===== src/hw/rtl/assert_macros.svh =====
// ---------------------------------------------------------------------------
// assert_macros.svh
// concurrent assertion shorthands used by daq_link_frame_unpacker
// ---------------------------------------------------------------------------
`ifndef ASSERT_MACROS_SVH
`define ASSERT_MACROS_SVH

// same-cycle implication, disabled while in reset
`define ASSERT_IMP(label, clk, rst_n, ante, cons, msg) \
  label: assert property (@(posedge clk) disable iff (!rst_n) (ante) |-> (cons)) \
    else $error(msg);

// next-cycle implication, disabled while in reset
`define ASSERT_NXT(label, clk, rst_n, ante, cons, msg) \
  label: assert property (@(posedge clk) disable iff (!rst_n) (ante) |=> (cons)) \
    else $error(msg);

`endif


===== src/hw/rtl/dlfu_pkg.sv =====
// ---------------------------------------------------------------------------
// dlfu_pkg
// types and constants of the link frame unpacker
// ---------------------------------------------------------------------------
package dlfu_pkg;

  localparam int WORD_W   = 32;
  localparam int KIND_W   = 3;
  localparam int CH_W     = 6;
  localparam int BX_W     = 12;
  localparam int EVT_W    = 6;
  localparam int ORB_W    = 3;
  localparam int ERR_W    = 3;
  localparam int FMT_W    = 3;
  localparam int VAL_W    = 11;
  localparam int TOA_W    = 10;
  localparam int OUT_TDATA_W = 80;

  localparam logic [3:0] LEAD_MARK    = 4'b1111;
  localparam logic [3:0] TRAIL_FIRST  = 4'b0101;
  localparam logic [3:0] TRAIL_NORMAL = 4'b0010;

  localparam logic signed [VAL_W-1:0] VAL_ABSENT = '1;

  typedef enum logic [KIND_W-1:0] {
    KIND_HEADER = 3'd0,
    KIND_CM     = 3'd1,
    KIND_CHAN   = 3'd2,
    KIND_CALIB  = 3'd3,
    KIND_CRC    = 3'd4
  } word_kind_t;

  typedef struct packed {
    word_kind_t               word_kind;
    logic [CH_W-1:0]          channel_number;
    logic [BX_W-1:0]          bunch_crossing;
    logic [EVT_W-1:0]         event_number;
    logic [ORB_W-1:0]         orbit_number;
    logic [ERR_W-1:0]         error_bits;
    logic                     first_in_run;
    logic [FMT_W-1:0]         format_flags;
    logic signed [VAL_W-1:0]  adc_value;
    logic signed [VAL_W-1:0]  tot_value;
    logic [TOA_W-1:0]         toa_value;
    logic signed [VAL_W-1:0]  adc_previous;
  } result_t;

endpackage


===== src/hw/rtl/dlfu_decode.sv =====
// ---------------------------------------------------------------------------
// dlfu_decode
// classifies one link word by frame position and splits it into fields
// ---------------------------------------------------------------------------
module dlfu_decode #(
  parameter int NUM_CHANNELS = 36,
  localparam int PosW = $clog2(NUM_CHANNELS + 4)
) (
  input  logic [dlfu_pkg::WORD_W-1:0] word,
  input  logic [PosW-1:0]             pos,
  output dlfu_pkg::result_t           res
);

  localparam int HALF = NUM_CHANNELS / 2;
  localparam logic [PosW-1:0] POS_HDR   = PosW'(0);
  localparam logic [PosW-1:0] POS_CM    = PosW'(1);
  localparam logic [PosW-1:0] POS_CALIB = PosW'(2 + HALF);
  localparam logic [PosW-1:0] POS_CRC   = PosW'(NUM_CHANNELS + 3);

  logic                              tc;
  logic                              tp;
  logic signed [dlfu_pkg::VAL_W-1:0] mid;
  logic signed [dlfu_pkg::VAL_W-1:0] high;
  logic [PosW-1:0]                   ch_pos;

  assign tc   = word[31];
  assign tp   = word[30];
  assign mid  = {1'b0, word[19:10]};
  assign high = {1'b0, word[29:20]};
  assign ch_pos = (pos < POS_CALIB) ? pos - PosW'(2) : pos - PosW'(3);

  always_comb begin
    res = '0;
    if (pos == POS_HDR) begin
      res.word_kind      = dlfu_pkg::KIND_HEADER;
      res.bunch_crossing = word[27:16];
      res.event_number   = word[15:10];
      res.orbit_number   = word[9:7];
      res.error_bits     = {word[4], word[5], word[6]};
      res.first_in_run   = (word[3:0] == dlfu_pkg::TRAIL_FIRST);
      res.format_flags[0] = (word[31:28] != dlfu_pkg::LEAD_MARK);
      res.format_flags[1] = (word[3:0] != dlfu_pkg::TRAIL_FIRST) &&
                            (word[3:0] != dlfu_pkg::TRAIL_NORMAL);
    end else if (pos == POS_CM) begin
      res.word_kind       = dlfu_pkg::KIND_CM;
      res.format_flags[2] = (word[31:20] != 12'd0);
      res.adc_value       = mid;
      res.adc_previous    = {1'b0, word[9:0]};
    end else if (pos == POS_CRC) begin
      res.word_kind = dlfu_pkg::KIND_CRC;
    end else begin
      if (pos == POS_CALIB) begin
        res.word_kind = dlfu_pkg::KIND_CALIB;
      end else begin
        res.word_kind      = dlfu_pkg::KIND_CHAN;
        res.channel_number = dlfu_pkg::CH_W'(ch_pos);
      end
      // flag bits pick which sample values are present
      if (!tc) begin
        res.adc_value = mid;
      end else if (!tp) begin
        res.adc_value = high;
      end else begin
        res.adc_value = dlfu_pkg::VAL_ABSENT;
      end
      res.tot_value    = tc ? mid : dlfu_pkg::VAL_ABSENT;
      res.toa_value    = word[9:0];
      res.adc_previous = (tc && !tp) ? dlfu_pkg::VAL_ABSENT : high;
    end
  end

endmodule


===== src/hw/rtl/daq_link_frame_unpacker.sv =====
// ---------------------------------------------------------------------------
// daq_link_frame_unpacker
// splits readout link frames into header, common mode, channel, calibration and crc records
// ---------------------------------------------------------------------------
// usage:
//   in_*  : one 32-bit link word per transaction in in_tdata; in_tuser set
//           marks the frame header and restarts the word position at zero.
//   out_* : one decoded record per input word; out_tuser carries the kind
//           (header, common mode, channel, calibration, crc), out_tdata the
//           fields. A frame is NUM_CHANNELS + 4 words; without a start mark
//           the position wraps after the crc word.
//   path:   a word accepted at one edge sits in the input register; its
//           record is loaded into the output register once that register
//           is free, and out_tvalid rises when the record is loaded.
//   throughput: one word per cycle while out_tready is high, set by the single
//           decode stage between the input and output registers.
//   reset: clears both valid flags and the word position.
//   stall: with out_tready low the output record holds, the input register
//           fills, and in_tready drops only once both registers are full.
// ---------------------------------------------------------------------------
module daq_link_frame_unpacker #(
  parameter int NUM_CHANNELS = 36
) (
  input  logic                              clk,
  input  logic                              rst_n,
  input  logic                              in_tvalid,
  output logic                              in_tready,
  input  logic [dlfu_pkg::WORD_W-1:0]       in_tdata,   // link_word
  input  logic                              in_tuser,   // frame_start
  output logic                              out_tvalid,
  input  logic                              out_tready,
  // channel_number, bunch_crossing, event_number, orbit_number, error_bits,
  // first_in_run, format_flags, adc_value, tot_value, toa_value,
  // adc_previous, zero pad
  output logic [dlfu_pkg::OUT_TDATA_W-1:0]  out_tdata,
  output logic [dlfu_pkg::KIND_W-1:0]       out_tuser   // word_kind
);

  `include "assert_macros.svh"

  localparam int PosW = $clog2(NUM_CHANNELS + 4);
  localparam logic [PosW-1:0] POS_LAST = PosW'(NUM_CHANNELS + 3);

  logic                         s1_valid_r;
  logic [dlfu_pkg::WORD_W-1:0]  s1_word_r;
  logic                         s1_start_r;
  logic                         out_valid_r;
  dlfu_pkg::result_t            out_res_r;
  logic [PosW-1:0]              pos_r;
  logic [PosW-1:0]              pos_nxt;
  logic [PosW-1:0]              cur_pos;
  logic                         s1_move;
  logic                         in_fire;
  dlfu_pkg::result_t            dec_res;

  assign s1_move   = s1_valid_r && (!out_valid_r || out_tready);
  assign in_tready = !s1_valid_r || s1_move;
  assign in_fire   = in_tvalid && in_tready;

  assign cur_pos = s1_start_r ? '0 : pos_r;
  assign pos_nxt = (cur_pos == POS_LAST) ? '0 : cur_pos + PosW'(1);

  dlfu_decode #(
    .NUM_CHANNELS(NUM_CHANNELS)
  ) u_decode (
    .word (s1_word_r),
    .pos  (cur_pos),
    .res  (dec_res)
  );

  always_ff @(posedge clk) begin
    if (!rst_n) begin
      s1_valid_r  <= 1'b0;
      out_valid_r <= 1'b0;
      pos_r       <= '0;
    end else begin
      if (in_fire) begin
        s1_valid_r <= 1'b1;
      end else if (s1_move) begin
        s1_valid_r <= 1'b0;
      end
      if (s1_move) begin
        out_valid_r <= 1'b1;
        pos_r       <= pos_nxt;
      end else if (out_tready) begin
        out_valid_r <= 1'b0;
      end
    end
  end

  always_ff @(posedge clk) begin
    if (in_fire) begin
      s1_word_r  <= in_tdata;
      s1_start_r <= in_tuser;
    end
    if (s1_move) begin
      out_res_r <= dec_res;
    end
  end

  assign out_tvalid = out_valid_r;
  assign out_tuser  = out_res_r.word_kind;
  assign out_tdata  = {3'b000,
                       out_res_r.adc_previous,
                       out_res_r.toa_value,
                       out_res_r.tot_value,
                       out_res_r.adc_value,
                       out_res_r.format_flags,
                       out_res_r.first_in_run,
                       out_res_r.error_bits,
                       out_res_r.orbit_number,
                       out_res_r.event_number,
                       out_res_r.bunch_crossing,
                       out_res_r.channel_number};

  `ASSERT_IMP(a_pos_in_frame, clk, rst_n, 1'b1, pos_r <= POS_LAST,
              "word position beyond frame end")
  `ASSERT_NXT(a_crc_wraps, clk, rst_n,
              s1_move && (dec_res.word_kind == dlfu_pkg::KIND_CRC), pos_r == '0,
              "position did not wrap after crc word")
  `ASSERT_NXT(a_start_hdr, clk, rst_n, s1_move && s1_start_r,
              out_valid_r && (out_res_r.word_kind == dlfu_pkg::KIND_HEADER),
              "start-marked word not decoded as header")
  `ASSERT_NXT(a_s1_held, clk, rst_n, s1_valid_r && !s1_move,
              s1_valid_r && $stable(s1_word_r) && $stable(s1_start_r),
              "stalled input register lost its word")

endmodule

===== config.mk =====
export PLATFORM = sky130hd
export DESIGN_NAME = daq_link_frame_unpacker
export DESIGN_NICKNAME = d
export VERILOG_FILES = /design/src/hw/rtl/dlfu_pkg.sv /design/src/hw/rtl/dlfu_decode.sv /design/src/hw/rtl/daq_link_frame_unpacker.sv
export VERILOG_INCLUDE_DIRS = /design/src /design/src/hw/rtl
export SDC_FILE = /design/constraint.sdc
export NUM_CORES = 1
export LEC_CHECK = 0
export ABC_AREA = 1
export BUFFER_PORTS_ARGS = -buffer_cell sky130_fd_sc_hd__buf_2
export CAP_MARGIN = 25
export CORE_ASPECT_RATIO = 0.7
export CORE_UTILIZATION = 40
export DETAILED_ROUTE_END_ITERATION = 16
export GPL_ROUTABILITY_DRIVEN = 1
export PLACE_DENSITY = 0.74
export SLEW_MARGIN = 10
export SYNTH_ARGS = -nofsm -noshare
export SYNTH_HDL_FRONTEND = slang
export SYNTH_SLANG_ARGS = --single-unit

===== constraint.sdc =====
create_clock -name clk -period 4.3 [get_ports clk]
set_input_delay 0.215 -clock clk [delete_from_list [all_inputs] [get_ports clk]]
set_output_delay 0.215 -clock clk [all_outputs]
set_load 0.02 [all_outputs]

==> results.tsv <==
stage	metric	value	unit
critical_path	CP Launch Type	flop	
die	Core Area	11900	µm²
drt	DRC	0	
critical_path	critical path, cell by cell	nor2_2, inv_1, ha_1, nand3_4, nand3_2, o21ai_0	
power	clock network power share	44.6	%
drt	vias per cell	4.80	
die	I/O pins	122	
timing	Max Freq	342	MHz
placed_design	DP Wirelength	7360	µm
cells_and_area	Synth-to-Final Area Change	32.6	%
synthesis	complex-gate fraction of the synthesized area	6.04	%
critical_path	worst reg-to-reg setup slack	1.37	ns
critical_path	max incr delay on CP	0.74	ns
synthesis	Cell Area, Synth	4910	µm²
critical_path	worst r2r src	s1_start_r	
synthesis	register area share after synthesis	72.4	%
timing	fin. max-slew vios	0	
die	Starting Density	41.4	%
cells_and_area	multi-input logic area	1050	µm²
cells_and_area	share of cells above drive strength 1	29.3	%
power	Pleak	0.00277	µW
power	Psw	641	µW
die	row count	33	
synthesis	post-synthesis adder-cell area fraction	0.510	%
critical_path	critical path class	flop to flop	
cells_and_area	most common cell after layout, fill and taps aside	buf_2	
power	pwr dens	449	nW/µm²
power	combinational power share	7.8	%
timing	final setup TNS	0	ns
synthesis	largest family of logic cells by synthesized area	simple AND/OR/NAND/NOR gates	
die	Die ar.	12700	µm²
cts	# clock sinks	121	
status	status	completed	
power	Switching Fraction	21.9	%
run	Max Cap Violations	0	
global_routing	pin count of the biggest net entering global routing	64	
timing	WHS	0.0745	ns
critical_path	crit path max fanout	44	
power	Max IR drop VDD	0.303	mV
critical_path	Worst EP arrival	3.14	ns
global_routing	vias in the first global route	3238	
timing	headroom to the max-slew limit	41.8	%
global_routing	first-pass GRT wire length	16400	µm
power	Tot Pwr	2920	µW
die	die width	134	µm
cts	CTS tree	done	
synthesis	synthesized instance count	402	
cells_and_area	diode count	0	
global_routing	total track usage	18.0	%
placed_design	Place WS	1.34	ns
cells_and_area	post-layout util	54.9	%
cts	CTS max path bufs	2	
placed_design	number of port buffers	118	
critical_path	Critical Path Start	s1_start_r	
drt	initial DRC count	260	
power	sequential share of power	47.7	%
cts	clk_lat worst skew	0.41	ns
timing	min cycle time layout	2.93	ns
synthesis	post-synthesis mux area share	0	%
synthesis	Unique masters post-synth	33	
placed_design	routability congestion estimate	0.882	
global_routing	initial antenna violation count	0	
min_path	Worst Hold Launch	in_tvalid	
synthesis	Synth Area in Simple Gates	14.2	%
timing	Final Skew	0.00793	ns
global_routing	global route overflow	0	
critical_path	CP Capture Type	flop	
timing	worst slew pin tran	0.872	ns
cts	CTS H-tree depth	4	
synthesis	syn avg cell area	12.2	µm²
drt	Detail Route Antenna Nets	0	
cells_and_area	Storage cell area	3550	µm²
synthesis	xor/xnor share of the synthesized area	0.357	%
cts	CTS Root Buffer Type	clkbuf_16	
drt	total wire length	10900	µm
critical_path	CP required	4.51	ns
cells_and_area	Layout Nets	602	
drt	DR pass1 iterations	5	
cts	clock-pin slew on the worst setup and hold paths	0.05	ns
drt	Routed wire per std cell	14.9	µm
timing	RSZ-0062 raised after global routing	false	
timing	period utilisation layout	68.1	%
cells_and_area	fill cell count	1016	
power	P_int	2280	µW
cts	Num CTS Buffers	17	
timing	final hold viol count	0	
timing	setup ws final	1.37	ns
min_path	Hold Crit Class	primary input to flop	
cells_and_area	commonest non-fill, non-tap cells in the layout	118 x buf_2, 113 x edfxtp_1, 64 x nor2_1, 54 x nand2_1, 46 x inv_1	
synthesis	#FFs+latches synth	121	
synthesis	YS warnings	0	
timing	# setup viols final	0	
cts	post-CTS sizing	0	
drt	Vias	3517	
die	die height	94.7	µm
critical_path	slowest CP cell	nand3_2	
synthesized netlist by cell type (all sizes together):
cell type | instances | area share (%)
o21bai | 2 | 0.31
nor2 | 69 | 5.8
a21oi | 18 | 1.8
xor2 | 2 | 0.36
buf | 12 | 2.1
ha | 2 | 0.51
nor3 | 2 | 0.20
o21ai | 21 | 2.1
dfxtp | 8 | 3.3
a211oi | 1 | 0.15
inv | 51 | 4.0
a31oi | 1 | 0.13
edfxtp | 113 | 69
o22ai | 9 | 1.1
a22oi | 1 | 0.15
clkbuf | 3 | 0.23
nand2 | 59 | 4.9
a41oi | 1 | 0.18
nand3 | 16 | 2.3
nor4 | 5 | 0.64
clkinv | 2 | 0.15
conb | 1 | 0.076
nand4 | 3 | 0.38
repair_timing:
action                                  CTS  global route
endpoints found under the hold margin    33             0
endpoints found under the setup margin    0             0
buffers inserted                          0             0
hold buffers                             33             0
flip-flops by register name, indices dropped and copies added (netlist names):
| name | cells |
|---|---|
| out_tdata | 77 |
| out_tuser | 3 |
| out_tvalid | 1 |
| pos_r | 6 |
| s1_start_r | 1 |
| s1_valid_r | 1 |
| s1_word_r | 32 |
critical path: cells and delay by family (launching register included):
kind / cells / cell delay, ns
AND/OR/NAND/NOR: 3 / 1.39
flip-flops: 1 / 0.48
AO/OA/AOI/OAI: 1 / 0.46
adder cells (fa/ha/maj): 1 / 0.25
buffers and inverters: 1 / 0.12
power by group through the flow:
stage          combinational (µW)  sequential (µW)  clock (µW)
2_1_floorplan                86.3             1460           0
3_3_place_gp                  199             1420           0
3_5_place_dp                  204             1420           0
4_1_cts                       227             1400        1330
5_1_grt                       249             1400        1380
6_report                      227             1390        1300
through the flow:
stage               instances  area [µm²]
CTS                       732        6490
global route              733        6510
detailed placement        667        5610
floorplan                 404        4920
finish                    733        6510
global placement          667        5610
cell type report:
cell class / instances / share of cell area (%)
inverters: 53 / 3.11
well taps: 157 / 3.02
clock inverters: 11 / 1.61
flip-flops and latches: 121 / 54.6
repair buffers: 155 / 14.8
clock buffers: 21 / 6.77
multi-input cells: 215 / 16.1
final timing paths:
path / to / cells after the start
max: out_tdata[35] / 6
min: s1_valid_r / 3
max reg2reg: out_tdata[35] / 6
min reg2reg: pos_r[1] / 2
layer usage:
metal	share of wire, %	track usage, %
met5	0	0
met3	6.7	5.21
met2	48	28.5
met4	1.3	8.24
met1	44	23.0
kinds of logic after synthesis:
logic type / Yosys count
other cells: 1
flops: 121
simple gates: 154
buf+inv: 68
xor+xnor: 2
compound gates: 54
fa+ha+maj: 2
(Power assumes the default switching activity.)
